--- src/rtl/usbreq_pkg.sv ---
// ----------------------------------------------------------------------------
// usbreq_pkg
// Shared types, codes and helpers for the USB standard request handler.
// ----------------------------------------------------------------------------
package usbreq_pkg;

  // bmRequestType type field (bits 6:5)
  localparam logic [1:0] RT_STANDARD = 2'd0;
  localparam logic [1:0] RT_CLASS    = 2'd1;

  // Standard request codes
  localparam logic [7:0] STD_GET_DESCRIPTOR = 8'h06;
  localparam logic [7:0] STD_SET_ADDRESS    = 8'h05;
  localparam logic [7:0] STD_GET_CONFIG     = 8'h08;
  localparam logic [7:0] STD_SET_CONFIG     = 8'h09;

  // CDC line requests
  localparam logic [7:0] REQ_SET_LINE_CODING        = 8'h20;
  localparam logic [7:0] REQ_GET_LINE_CODING        = 8'h21;
  localparam logic [7:0] REQ_SET_CONTROL_LINE_STATE = 8'h22;

  // Descriptor types (wValue high byte)
  localparam logic [7:0] DT_DEVICE     = 8'h01;
  localparam logic [7:0] DT_CONFIG     = 8'h02;
  localparam logic [7:0] DT_STRING     = 8'h03;
  localparam logic [7:0] DT_HID_REPORT = 8'h22;

  // String indexes
  localparam logic [7:0] STR_LANGID       = 8'd0;
  localparam logic [7:0] STR_MANUFACTURER = 8'd1;
  localparam logic [7:0] STR_PRODUCT      = 8'd2;

  // Device states
  localparam logic [1:0] ST_DEFAULT    = 2'd0;
  localparam logic [1:0] ST_ADDRESSED  = 2'd1;
  localparam logic [1:0] ST_CONFIGURED = 2'd2;

  // Endpoint-zero phases
  localparam logic [2:0] PH_IDLE      = 3'd0;
  localparam logic [2:0] PH_STATUS_IN = 3'd1;
  localparam logic [2:0] PH_DATA_IN   = 3'd2;
  localparam logic [2:0] PH_DATA_OUT  = 3'd3;
  localparam logic [2:0] PH_STALL     = 3'd4;

  // Response kinds
  localparam logic [1:0] RK_NONE  = 2'd0;
  localparam logic [1:0] RK_ZLP   = 2'd1;
  localparam logic [1:0] RK_DATA  = 2'd2;
  localparam logic [1:0] RK_STALL = 2'd3;

  // Data sources
  localparam logic [2:0] SRC_DEVICE       = 3'd0;
  localparam logic [2:0] SRC_CONFIG       = 3'd1;
  localparam logic [2:0] SRC_STRING0      = 3'd2;
  localparam logic [2:0] SRC_MANUFACTURER = 3'd3;
  localparam logic [2:0] SRC_PRODUCT      = 3'd4;
  localparam logic [2:0] SRC_HID_REPORT   = 3'd5;
  localparam logic [2:0] SRC_SINGLE_BYTE  = 3'd6;

  // Events
  localparam logic [1:0] EV_NONE       = 2'd0;
  localparam logic [1:0] EV_ADDRESS    = 2'd1;
  localparam logic [1:0] EV_CONFIGURED = 2'd2;

  // Fixed descriptor lengths
  localparam logic [15:0] DEVICE_DESC_LEN = 16'd18;
  localparam logic [15:0] HID_REPORT_LEN  = 16'd76;

  // Configuration register indexes
  localparam logic [2:0] CFG_CONF_VALUE   = 3'd0;
  localparam logic [2:0] CFG_TOTAL_LENGTH = 3'd1;
  localparam logic [2:0] CFG_STR0_LENGTH  = 3'd2;
  localparam logic [2:0] CFG_MANUF_LENGTH = 3'd3;
  localparam logic [2:0] CFG_PROD_LENGTH  = 3'd4;

  typedef struct packed {
    logic [7:0]  configuration_value;
    logic [15:0] config_total_length;
    logic [7:0]  string0_length;
    logic [7:0]  manufacturer_string_length;
    logic [7:0]  product_string_length;
  } cfg_t;

  typedef struct packed {
    logic [7:0]  request_type;
    logic [7:0]  request_code;
    logic [15:0] request_value;
    logic [15:0] request_length;
  } req_t;

  typedef struct packed {
    logic [1:0] state;
    logic [6:0] addr;
    logic [2:0] phase;
  } dev_t;

  typedef struct packed {
    logic [1:0]  response_kind;
    logic [2:0]  data_source;
    logic [7:0]  data_byte;
    logic [15:0] data_length;
    logic [2:0]  ep0_phase;
    logic [1:0]  device_state_out;
    logic [6:0]  device_address_out;
    logic        activate_endpoints;
    logic [1:0]  event_code;
    logic        class_request;
    logic        type_error;
  } res_t;

  // Smaller of a descriptor length and wLength
  function automatic logic [15:0] clip16(input logic [15:0] a, input logic [15:0] b);
    clip16 = (a < b) ? a : b;
  endfunction

endpackage

--- src/rtl/usbreq_cfg.sv ---
// ----------------------------------------------------------------------------
// usbreq_cfg
// APB register file holding the descriptor lengths and configuration value.
// ----------------------------------------------------------------------------
module usbreq_cfg
  import usbreq_pkg::*;
(
  input  logic        clk,
  input  logic        rst,
  input  logic        psel,
  input  logic        penable,
  input  logic        pwrite,
  input  logic [4:0]  paddr,
  input  logic [31:0] pwdata,
  output logic [31:0] prdata,
  output logic        pready,
  output cfg_t        cfg
);

  logic       wr_en;
  logic [2:0] reg_idx;

  assign pready  = 1'b1;
  assign reg_idx = paddr[4:2];
  assign wr_en   = psel && penable && pwrite;

  // Register writes; unknown indexes are dropped
  always_ff @(posedge clk) begin
    if (rst) begin
      cfg.configuration_value        <= 8'd1;
      cfg.config_total_length        <= 16'd32;
      cfg.string0_length             <= 8'd4;
      cfg.manufacturer_string_length <= 8'd2;
      cfg.product_string_length      <= 8'd2;
    end else if (wr_en) begin
      case (reg_idx)
        CFG_CONF_VALUE:   cfg.configuration_value        <= pwdata[7:0];
        CFG_TOTAL_LENGTH: cfg.config_total_length        <= pwdata[15:0];
        CFG_STR0_LENGTH:  cfg.string0_length             <= pwdata[7:0];
        CFG_MANUF_LENGTH: cfg.manufacturer_string_length <= pwdata[7:0];
        CFG_PROD_LENGTH:  cfg.product_string_length      <= pwdata[7:0];
        default: ;
      endcase
    end
  end

  // Read mux
  always_comb begin
    case (reg_idx)
      CFG_CONF_VALUE:   prdata = {24'd0, cfg.configuration_value};
      CFG_TOTAL_LENGTH: prdata = {16'd0, cfg.config_total_length};
      CFG_STR0_LENGTH:  prdata = {24'd0, cfg.string0_length};
      CFG_MANUF_LENGTH: prdata = {24'd0, cfg.manufacturer_string_length};
      CFG_PROD_LENGTH:  prdata = {24'd0, cfg.product_string_length};
      default:          prdata = 32'd0;
    endcase
  end

endmodule

--- src/rtl/usbreq_decode.sv ---
// ----------------------------------------------------------------------------
// usbreq_decode
// Single-pass decode of one setup packet against the current device state.
// ----------------------------------------------------------------------------
module usbreq_decode
  import usbreq_pkg::*;
(
  input  req_t req,
  input  cfg_t cfg,
  input  dev_t cur,
  output dev_t nxt,
  output res_t res
);

  logic [1:0]  rtype;
  logic [7:0]  lo;
  logic [7:0]  dtype;
  logic [15:0] wlen;

  assign rtype = req.request_type[6:5];
  assign lo    = req.request_value[7:0];
  assign dtype = req.request_value[15:8];
  assign wlen  = req.request_length;

  always_comb begin
    nxt = cur;
    res = '0;

    if (rtype == RT_STANDARD) begin
      case (req.request_code)
        // Address latch, from any state
        STD_SET_ADDRESS: begin
          nxt.phase         = PH_STATUS_IN;
          nxt.addr          = req.request_value[6:0];
          nxt.state         = ST_ADDRESSED;
          res.event_code    = EV_ADDRESS;
          res.response_kind = RK_ZLP;
        end
        STD_SET_CONFIG: begin
          nxt.phase = PH_STATUS_IN;
          if (cur.state == ST_ADDRESSED) begin
            if (lo == cfg.configuration_value) begin
              nxt.state              = ST_CONFIGURED;
              res.event_code         = EV_CONFIGURED;
              res.activate_endpoints = 1'b1;
              res.response_kind      = RK_ZLP;
            end else if (lo != 8'd0) begin
              res.response_kind = RK_STALL;
              nxt.phase         = PH_STALL;
            end else begin
              res.response_kind = RK_ZLP;
            end
          end else if (cur.state == ST_CONFIGURED) begin
            if (lo == 8'd0) begin
              nxt.state         = ST_ADDRESSED;
              res.response_kind = RK_ZLP;
            end else if (lo != cfg.configuration_value) begin
              res.response_kind = RK_STALL;
              nxt.phase         = PH_STALL;
            end else begin
              res.response_kind = RK_ZLP;
            end
          end
        end
        STD_GET_CONFIG: begin
          nxt.phase = PH_DATA_IN;
          if (cur.state == ST_CONFIGURED || cur.state == ST_ADDRESSED) begin
            res.response_kind = RK_DATA;
            res.data_source   = SRC_SINGLE_BYTE;
            res.data_byte     = (cur.state == ST_CONFIGURED) ?
                                cfg.configuration_value : 8'd0;
            res.data_length   = clip16(16'd1, wlen);
          end else begin
            res.response_kind = RK_STALL;
            nxt.phase         = PH_STALL;
          end
        end
        STD_GET_DESCRIPTOR: begin
          nxt.phase = PH_DATA_IN;
          if (dtype == DT_DEVICE) begin
            res.response_kind = RK_DATA;
            res.data_source   = SRC_DEVICE;
            res.data_length   = clip16(DEVICE_DESC_LEN, wlen);
          end else if (dtype == DT_CONFIG) begin
            res.response_kind = RK_DATA;
            res.data_source   = SRC_CONFIG;
            res.data_length   = clip16(cfg.config_total_length, wlen);
          end else if (dtype == DT_STRING) begin
            if (lo == STR_LANGID) begin
              res.response_kind = RK_DATA;
              res.data_source   = SRC_STRING0;
              res.data_length   = clip16({8'd0, cfg.string0_length}, wlen);
            end else if (lo == STR_MANUFACTURER) begin
              res.response_kind = RK_DATA;
              res.data_source   = SRC_MANUFACTURER;
              res.data_length   = clip16({8'd0, cfg.manufacturer_string_length}, wlen);
            end else if (lo == STR_PRODUCT) begin
              res.response_kind = RK_DATA;
              res.data_source   = SRC_PRODUCT;
              res.data_length   = clip16({8'd0, cfg.product_string_length}, wlen);
            end else begin
              res.response_kind = RK_ZLP;
            end
          end else if (dtype == DT_HID_REPORT) begin
            // report descriptor length is fixed, not clipped
            res.response_kind = RK_DATA;
            res.data_source   = SRC_HID_REPORT;
            res.data_length   = HID_REPORT_LEN;
          end
        end
        default: ;
      endcase
    end else if (rtype == RT_CLASS) begin
      // CDC line requests: flag and set phase, class logic answers
      case (req.request_code)
        REQ_SET_LINE_CODING: begin
          res.class_request = 1'b1;
          nxt.phase         = PH_DATA_OUT;
        end
        REQ_GET_LINE_CODING: begin
          res.class_request = 1'b1;
          nxt.phase         = PH_DATA_IN;
        end
        REQ_SET_CONTROL_LINE_STATE: begin
          res.class_request = 1'b1;
          nxt.phase         = PH_STATUS_IN;
        end
        default: ;
      endcase
    end else begin
      res.type_error = 1'b1;
    end

    res.ep0_phase          = nxt.phase;
    res.device_state_out   = nxt.state;
    res.device_address_out = nxt.addr;
  end

endmodule

--- src/rtl/usb_standard_request_handler.sv ---
// ----------------------------------------------------------------------------
// usb_standard_request_handler
// Endpoint-zero chapter 9 decoder: one setup packet in, one response out.
//
//   Channel  | Handshake          | Beat contents
//   ---------+--------------------+-------------------------------------------
//   in       | in_valid/in_stall  | request_type/code/value/length
//   out      | out_valid/out_stall| response, data, phase, device state, flags
//   config   | APB                | configuration value, descriptor lengths
//
// Two register stages: input register, then result register. One beat per
// cycle sustained while out_stall is low; the decode between the stages is
// shallow logic. Device state, address and phase update as a beat enters the
// result register. A stalled result holds; the input register takes a beat
// while it is empty itself or the result register is empty or draining.
// Synchronous reset clears the valid flags and the device state.
// ----------------------------------------------------------------------------
module usb_standard_request_handler
  import usbreq_pkg::*;
(
  input  logic        clk,
  input  logic        rst,
  // request channel
  input  logic        in_valid,
  output logic        in_stall,
  input  logic [7:0]  request_type,
  input  logic [7:0]  request_code,
  input  logic [15:0] request_value,
  input  logic [15:0] request_length,
  // response channel
  output logic        out_valid,
  input  logic        out_stall,
  output logic [1:0]  response_kind,
  output logic [2:0]  data_source,
  output logic [7:0]  data_byte,
  output logic [15:0] data_length,
  output logic [2:0]  ep0_phase,
  output logic [1:0]  device_state_out,
  output logic [6:0]  device_address_out,
  output logic        activate_endpoints,
  output logic [1:0]  event_code,
  output logic        class_request,
  output logic        type_error,
  // configuration port
  input  logic        psel,
  input  logic        penable,
  input  logic        pwrite,
  input  logic [4:0]  paddr,
  input  logic [31:0] pwdata,
  output logic [31:0] prdata,
  output logic        pready
);

  cfg_t cfg;
  req_t s1_req;
  logic s1_valid;
  dev_t dev;
  dev_t dev_next;
  res_t dec_res;
  res_t res;
  logic out_load;
  logic in_accept;

  usbreq_cfg u_cfg (
    .clk     (clk),
    .rst     (rst),
    .psel    (psel),
    .penable (penable),
    .pwrite  (pwrite),
    .paddr   (paddr),
    .pwdata  (pwdata),
    .prdata  (prdata),
    .pready  (pready),
    .cfg     (cfg)
  );

  // Handshake
  assign out_load  = !out_valid || !out_stall;
  assign in_stall  = s1_valid && !out_load;
  assign in_accept = in_valid && !in_stall;

  // Input register
  always_ff @(posedge clk) begin
    if (rst) begin
      s1_valid <= 1'b0;
    end else if (in_accept) begin
      s1_valid <= 1'b1;
    end else if (out_load) begin
      s1_valid <= 1'b0;
    end
    if (in_accept) begin
      s1_req <= '{request_type, request_code, request_value, request_length};
    end
  end

  usbreq_decode u_decode (
    .req (s1_req),
    .cfg (cfg),
    .cur (dev),
    .nxt (dev_next),
    .res (dec_res)
  );

  // Result register and device state
  always_ff @(posedge clk) begin
    if (rst) begin
      out_valid <= 1'b0;
      dev       <= '{ST_DEFAULT, 7'd0, PH_IDLE};
    end else if (out_load) begin
      out_valid <= s1_valid;
      if (s1_valid) begin
        dev <= dev_next;
      end
    end
    if (out_load && s1_valid) begin
      res <= dec_res;
    end
  end

  assign response_kind      = res.response_kind;
  assign data_source        = res.data_source;
  assign data_byte          = res.data_byte;
  assign data_length        = res.data_length;
  assign ep0_phase          = res.ep0_phase;
  assign device_state_out   = res.device_state_out;
  assign device_address_out = res.device_address_out;
  assign activate_endpoints = res.activate_endpoints;
  assign event_code         = res.event_code;
  assign class_request      = res.class_request;
  assign type_error         = res.type_error;

  // Checks
  a_stall_needs_item: assert property (@(posedge clk) disable iff (rst)
    in_stall |-> s1_valid)
    else $error("input stalled with empty input register");

  a_item_moves: assert property (@(posedge clk) disable iff (rst)
    s1_valid && !out_stall |=> out_valid)
    else $error("held request did not reach result register");

  a_activate_cfg: assert property (@(posedge clk) disable iff (rst)
    out_valid && activate_endpoints |->
      device_state_out == ST_CONFIGURED && event_code == EV_CONFIGURED)
    else $error("endpoint activation without configuration");

  a_terr_quiet: assert property (@(posedge clk) disable iff (rst)
    out_valid && type_error |-> response_kind == RK_NONE && !class_request)
    else $error("type error produced a response");

  a_no_data_zero: assert property (@(posedge clk) disable iff (rst)
    out_valid && response_kind != RK_DATA |->
      data_length == 16'd0 && data_source == SRC_DEVICE && data_byte == 8'd0)
    else $error("data fields set without data response");

  a_state_tracks: assert property (@(posedge clk) disable iff (rst)
    out_valid |-> device_state_out == dev.state && device_address_out == dev.addr)
    else $error("reported state differs from stored state");

endmodule

--- config.mk ---
export PLATFORM = sky130hd
export DESIGN_NAME = usb_standard_request_handler
export DESIGN_NICKNAME = d
export VERILOG_FILES = /design/src/rtl/usbreq_pkg.sv /design/src/rtl/usbreq_cfg.sv /design/src/rtl/usbreq_decode.sv /design/src/rtl/usb_standard_request_handler.sv
export SDC_FILE = /design/constraint.sdc
export NUM_CORES = 1
export LEC_CHECK = 0
export BUFFER_PORTS_ARGS = -buffer_cell sky130_fd_sc_hd__buf_2
export CORE_MARGIN = 4
export CORE_UTILIZATION = 50
export CTS_CLUSTER_DIAMETER = 50
export DETAILED_ROUTE_END_ITERATION = 10
export GPL_TIMING_DRIVEN = 0
export PLACE_DENSITY = 0.78
export SYNTH_ARGS = -nofsm -noshare
export SYNTH_HDL_FRONTEND = slang
export SYNTH_SLANG_ARGS = --single-unit
--- constraint.sdc ---
create_clock -name clk -period 3.94 [get_ports clk]
set_input_delay 0.788 -clock clk [delete_from_list [all_inputs] [get_ports clk]]
set_output_delay 0.788 -clock clk [all_outputs]
set_load 0.02 [all_outputs]
==> results by group, run 1 <==
Status
  – Run status: complete, no violations

Worst setup path
  – Critical Path Start Type: primary input
  – Longest individual stage delay on the worst path: 510 ps
  – Arrival time at the worst endpoint: 2420 ps
  – Worst path slowest cell: nor2b_1
  – Dominant delay contributor by cell family on the critical path: simple AND/OR/NAND/NOR gates
  – Worst setup path category: in -> out
  – Worst path required time: 3150 ps
  – Number of cell instances on the worst register-to-register path: 10
  – Reg-to-Reg Start: s1_req[2]
  – Worst setup slack for register-to-register paths: approximately 850 ps
  – Worst path buffer plus inverter count: 3
  – Critical path endpoint category: primary output
  – Largest fanout on the critical path: 10
  – Worst r2r dst: data_length[2]
  – Cells traversed along the worst timing path: clkbuf_1 > nor2b_1 > clkbuf_1 > nor2b_1 > and2_1 > buf_2

Die
  – Die height: about 130 µm
  – Starting density of the core: 51.5%
  – Die Outline Area: 17900 µm²
  – Core Region: 15300 µm²
  – Top-level I/O count: approximately 170
  – Row count: 45
  – Die width: 134 µm

Drt
  – DR vias: 6368
  – Number of iterations in the first detailed-routing pass: 5
  – Detailed route wirelength on metal2: a little under 10000 µm
  – Remaining antenna violation count: 0
  – Metal1 wirelength: 9070 µm
  – Number of DRC violations after detailed-routing iteration 0: roughly 600
  – Met3 routed wirelength: 1400 µm
  – Top routing layer used: met4
  – Via-per-instance ratio: 5.61
  – Routed length per placed instance: 18.1 µm
  – Wire length after detailed routing: slightly above 20000 µm
  – Residual DRC: 0

GRT
  – Overall routing resource usage: 23.3%
  – Global-route wire length before repair: between 30000 and 40000 µm
  – Total overflow reported by the global router: 0
  – Maximum number of pins on one net before global-route repair: 31
  – Antenna violations before repair: 0
  – Vias in the first global route: 6336

Hold path
  – Cell count of the worst hold path: 2
  – Worst hold path endpoint: dev[9]
  – Min-delay worst type: reg -> reg
  – Beginning of the worst hold path: dev[9]

CTS
  – Num CTS Buffers: 17
  – Count of H-tree levels built during CTS: 4
  – Post-CTS repair timing setup buffer count: 0
  – Clock tree buffer depth: 2
  – Post-CTS resize count: 0
  – Clock latency on the worst-skew pair: 440 ps
  – Clock sinks: 150
  – # hold bufs at CTS: 0
  – Clock-pin transition on the worst setup and hold timing paths: 70 ps
  – Clock root buffer master: clkbuf_16
  – CTS tree: yes

Layout
  – Area overhead of the layout relative to synthesis: 20.5%
  – Fraction of layout cells with a size suffix above 1: between 20 and 25%
  – Final-stage net count: 1042
  – Post-Layout Cell Count: 1136
  – Antenna Cells: 0
  – Area of all placed cells without fillers: 9510 µm²
  – Count of fill cells added during filler insertion: 1309

Timing
  – Fin crit share: between 80 and 90%
  – Clk_skew: about 10 ps
  – Fmax: 311 MHz
  – Pin slew with the least headroom to its limit: 1360 ps
  – Final-layout worst hold slack: 494 ps
  – Slew Limit Fails: 0
  – Post-Route Setup TNS: 0 ps
  – Clock period minus final worst setup slack: 3210 ps
  – RSZ-0062 raised after global routing: false
  – Relative max-transition margin: 8.48%
  – Hold Violations, Final: 0
  – Final count of negative-setup-slack endpoints: 0

Placement
  – Final weighted congestion in routability-driven placement: between 0.9 and 1
  – Post-placement cell count: 1104
  – Number of buffer cells added on primary ports: 129
  – DP HPWL: 15200 µm
  – Dpl cell area: 8920 µm²

Synth
  – YS warnings: 0
  – Mean cell area of the mapped netlist: 10.6 µm²
  – Unique cell type count in the Yosys netlist: 70
  – Number of enable-type register cells in the synthesized netlist: 88
  – Seq/Total Area, Yosys: 49.2%
  – Combined area of all synthesized cells: 7890 µm²
  – Share of synthesized registers carrying an async set or reset: 0%
  – Synthesized flop and latch total: 150
  – Cell taking the most area after synthesis: edfxtp_1
  – Proportion of netlist area held by the largest area contributor: 33.5%
  – Ys flop type: edfxtp_1
  – Post-Synthesis Cells: 747
  – Dominant cells by area after synthesis: edfxtp_1 33%, dfxtp_1 16%, mux2i_1 8.4%, ha_1 6.0%, nor2_1 4.4%

Power and ir drop
  – Max rail drop VDD: roughly 0.3 mV
  – Total power after layout: about 0.0037 W
  – Power Dens Cells: 385 nW/µm²
  – Leakage dissipation: 3.93 nW

Job
  – Max_cap viols: 0
==> logic make-up after synthesis <==
kind of cell / synth area share [%]
DFF: 49.2
other: 0.0951
and+or+nand+nor: 15.7
adders and majority gates: 6.02
buffers and inverters: 4.36
AOI/OAI and AO/OA: 12.3
muxes: 11.2
xor gates and xnor gates: 1.11
==> through the flow <==
| step | util, % | setup WS [ps] |
|---|---|---|
| 4_1_cts | 62.1 | 747 |
| 3_5_place_dp | 58.2 | 759 |
| 2_1_floorplan | - | 537 |
| 3_3_place_gp | 57.9 | -576 |
| 6_report | 62.1 | 728 |
| 5_1_grt | 62.1 | 534 |
==> cells in the final DEF (no fill, tap or decap), types with 20 or more instances in the layout <==
| cell | count |
|---|---|
| mux2i_1 | 66 |
| nand2_1 | 56 |
| a21oi_1 | 37 |
| mux2_2 | 20 |
| inv_1 | 24 |
| o21ai_0 | 21 |
| clkbuf_1 | 23 |
| buf_2 | 134 |
| dfxtp_1 | 62 |
| ha_1 | 38 |
| nor2_1 | 93 |
| edfxtp_1 | 88 |
==> tightest hold or removal path, stage by stage, from the launching register on <==
cell     delay [ps]
dfxtp_1         330
mux2i_1          60
nor2_1           70
==> how the worst max path moves through the flow <==
stage                    from    endpoint  cells past startpoint
floorplan           out_stall   s1_req[0]                      2
global placement    out_stall  s1_req[12]                      3
detailed placement   paddr[2]   prdata[9]                      6
CTS                  paddr[2]   prdata[9]                      6
global route         paddr[2]   prdata[9]                      6
finish               paddr[2]   prdata[9]                      6
==> per-layer routing <==
metal  vias to the layer above  global-route usage, %
met1                      3038                   31.6
met2                       255                   37.3
met4                         0                   7.60
li1                       3040                      -
met5                         -                      0
met3                        35                   5.14
==> synthesized netlist by cell type, drive strengths merged (2+ instances only) <==
cell     instances
or4              3
o21ai           23
or3              2
a211oi           7
nand3           11
a211o            5
inv             24
a21o             3
xor2             2
nor3             9
nand3b           2
mux2i           66
nor3b            4
buf             23
a22oi           17
dfxtp           62
o21a             4
xnor2            8
or2              3
nor4            10
a21boi           2
a2111oi          4
a21oi           37
o22ai           14
clkbuf          24
nor2            94
o211ai           7
nand4            7
conb             2
and3             5
and2            18
ha              38
edfxtp          88
nand2           56
nand2b           7
nor2b           11
mux2            20
a31oi            5
a221oi           4
==> power by group <==
group	total, W	switching [W]	leakage [nW]	internal [W]
combinational	0.000290	0.000183	2.29	0.000107
clock	0.00163	0.000714	0.294	0.000918
sequential	0.00174	0.0000338	1.35	0.00171
==> state kept, by name, indices dropped and copies added (netlist names) <==
register,cells
u_cfg.cfg,48
s1_req,42
data_length,16
dev,12
data_byte,8
device_address_out,7
data_source,3
ep0_phase,3
device_state_out,2
event_code,2
response_kind,2
activate_endpoints,1
class_request,1
out_valid,1
s1_valid,1
type_error,1
==> area by class of cell <==
type                            count  area [µm²]  area share (%)
Timing Repair Buffer              131         693            7.29
Tap cell                          211         264            2.77
Buffer                             47         255            2.68
Clock buffer                       18         439            4.62
Sequential cell                   150        3880            40.8
Inverter                           24        90.1           0.947
Clock inverter                     14         159            1.67
Multi-Input combinational cell    541        3730            39.2
Power figures use the tool's default switching activity.
==> inputs of run 2 (changes only) <==
Settings changed: PLACE_DENSITY 0.78 to 0.81.
Clock period 3.94 ns to 2.92 ns, I/O delays scaled along.
==> results by group, run 2 (same netlist as run 1, synthesis figures left out) <==
Drt
  – Residual DRC: 0 (unchanged)
  – Remaining antenna violation count: 0 (unchanged)
  – Wire length after detailed routing: 21000 µm (+1.9%)
  – DR vias: 6436 (+1.1%)
  – Detailed route wirelength on metal2: 10000 µm (+3.2%)
  – Metal1 wirelength: 9020 µm (-0.63%)
  – Number of DRC violations after detailed-routing iteration 0: 639 (+5.6%)
  – Via-per-instance ratio: 5.61 (about the same)
  – Top routing layer used: met5
  – Routed length per placed instance: 18.3 µm (+0.82%)
  – Number of iterations in the first detailed-routing pass: 6 (+1)
  – Met3 routed wirelength: 1460 µm (+4.3%)

Layout
  – Count of fill cells added during filler insertion: 1269 (-3.1%)
  – Area overhead of the layout relative to synthesis: 22.1%
  – Most common library cell in the layout ignoring fill and taps: buf_2
  – Final-stage net count: 1054 (+1.2%)
  – Register name with the most flops: u_cfg.cfg
  – Fraction of layout cells with a size suffix above 1: 26.0% (+1.3 points)
  – Top library cells by usage in the layout, fill and taps aside: 134 x buf_2, 93 x nor2_1, 88 x edfxtp_1
  – Final Core Density: 63.0% (+0.83 points)
  – Antenna Cells: 0 (unchanged)
  – Number of flip-flops under the largest register name: 48 (unchanged)

Timing
  – Post-Route Setup TNS: 0 ps (unchanged)
  – Final count of negative-setup-slack endpoints: 0 (unchanged)
  – Fmax: 352 MHz
  – Clock period minus final worst setup slack: between 2000 and 3000 ps
  – Clk_skew: 13.1 ps (+2.72 ps)
  – Fin crit share: 97.3%
  – Pin slew with the least headroom to its limit: 1300 ps (-59.8 ps)
  – Hold Violations, Final: 0 (unchanged)
  – Slew Limit Fails: 0 (unchanged)
  – Relative max-transition margin: 12.5% (+4.0 points)
  – Final-layout worst hold slack: 324 ps (-169 ps)

Power and ir drop
  – Max rail drop VDD: 0.407 mV (+36%)
  – Power Dens Cells: 512 nW/µm² (+33%)
  – Leakage dissipation: 4.00 nW (+1.8%)

Die
  – Die height: 134 µm (unchanged)
  – Starting density of the core: 51.5% (unchanged)
  – Core Region: 15300 µm² (unchanged)
  – Row count: 45 (unchanged)
  – Die width: 134 µm (unchanged)
  – Top-level I/O count: 173 (unchanged)
  – Die Outline Area: 17900 µm² (unchanged)

Worst setup path
  – Critical path endpoint category: flip-flop
  – Arrival time at the worst endpoint: 3000 ps (+580 ps)
  – Worst path required time: 3080 ps (-70 ps)
  – Worst setup path category: reg -> reg
  – Largest fanout on the critical path: 6 (-4)
  – Critical Path Start Type: flip-flop
  – Number of cell instances on the worst register-to-register path: 9 (-1)

CTS
  – Clock tree buffer depth: 2 (unchanged)
  – Clock sinks: 150 (unchanged)
  – CTS tree: yes
  – Num CTS Buffers: 17 (unchanged)
  – Clock root buffer master: clkbuf_16
  – Count of H-tree levels built during CTS: 4 (unchanged)
  – # hold bufs at CTS: 0 (unchanged)
  – Clock-pin transition on the worst setup and hold timing paths: 70 ps (about the same)
  – Clock latency on the worst-skew pair: 430 ps (about the same)

Status
  – Run status: complete, no violations

Hold path
  – Cell count of the worst hold path: 1 (-1)
  – Min-delay worst type: in -> reg

Placement
  – Final weighted congestion in routability-driven placement: 0.920 (-1.5%)
  – Number of buffer cells added on primary ports: 129 (unchanged)
  – DP HPWL: 15200 µm (+0.29%)

GRT
  – Global-route wire length before repair: 32300 µm (-0.85%)
  – Antenna violations before repair: 0 (unchanged)
  – Overall routing resource usage: 23.1% (-0.22 points)
  – Maximum number of pins on one net before global-route repair: 56 (+81%)
  – Vias in the first global route: 6196 (-2.2%)
  – Total overflow reported by the global router: 0 (unchanged)

Job
  – Max_cap viols: 0 (unchanged)
run 2: cell count changes in the layout (fill, tap and decap cells not counted), moves of 2 or more:
| cell | change |
|---|---|
| buf_4 | +12 |
| a2111oi_0 | -2 |
| inv_6 | +2 |
| nand2_1 | -2 |
| nand2_2 | +2 |
| a2111oi_1 | +2 |
run 2: repair_timing:
item | CTS | global route
pin swaps | 0 | 4
gates cloned | 0 | 0
gates resized for setup | 3 | 5
buffers inserted | 0 | 12
setup endpoints to repair | 12 | 16
run 2: critical path, stage by stage (launching register included):
cell	delay, ps
edfxtp_1	460
inv_1	170
ha_1	300
o21ai_0	70
o21ai_0	170
o211ai_1	160
a311oi_2	530
mux2_2	400
o22ai_1	190
o311ai_1	130
run 2: metal layers:
| metal | vias up | GRT usage (%) |
|---|---|---|
| li1 | 3073 | - |
| met1 | 3064 | 31.0 |
| met2 | 266 | 37.4 |
| met3 | 31 | 4.27 |
| met4 | 2 | 8.57 |
| met5 | - | 0 |
run 2: final timing paths:
check	start	end	slack, ps
worst max-delay path	s1_req[2]	data_length[3]	80
worst min-delay path	request_length[4]	s1_req[4]	320
worst max register to register	s1_req[2]	data_length[3]	80
worst min register to register	dev[9]	dev[9]	500
run 2: cell type report:
class | instances | area [µm²] | share of cell area, %
clock buffers | 19 | 464 | 4.81
flip-flops and latches | 150 | 3880 | 40.3
well taps | 211 | 264 | 2.74
clock inverters | 13 | 125 | 1.30
multi-input cells | 541 | 3760 | 39.0
inverters | 24 | 90.1 | 0.934
plain buffers | 47 | 258 | 2.67
repair buffers | 143 | 796 | 8.25
run 2: through the flow:
step | instance area [µm²] | std cells | total power, W | setup WS [ps]
floorplan | 7950 | 762 | 0.00263 | 411
detailed placement | 8900 | 1103 | 0.00278 | -134
CTS | 9490 | 1135 | 0.00493 | 12.4
finish | 9640 | 1148 | 0.00493 | 79.6
global route | 9640 | 1148 | 0.00508 | -40.3
global placement | 8860 | 1102 | 0.00277 | -134
run 2: power breakdown:
group / total (W) / internal, W / switching [W] / leakage (nW)
Clock: 0.00218 / 0.00120 / 0.000978 / 0.295
Sequential: 0.00235 / 0.00231 / 0.0000450 / 1.35
Combinational: 0.000401 / 0.000150 / 0.000251 / 2.35
Total: 0.00493 / 0.00366 / 0.00127 / 4.00
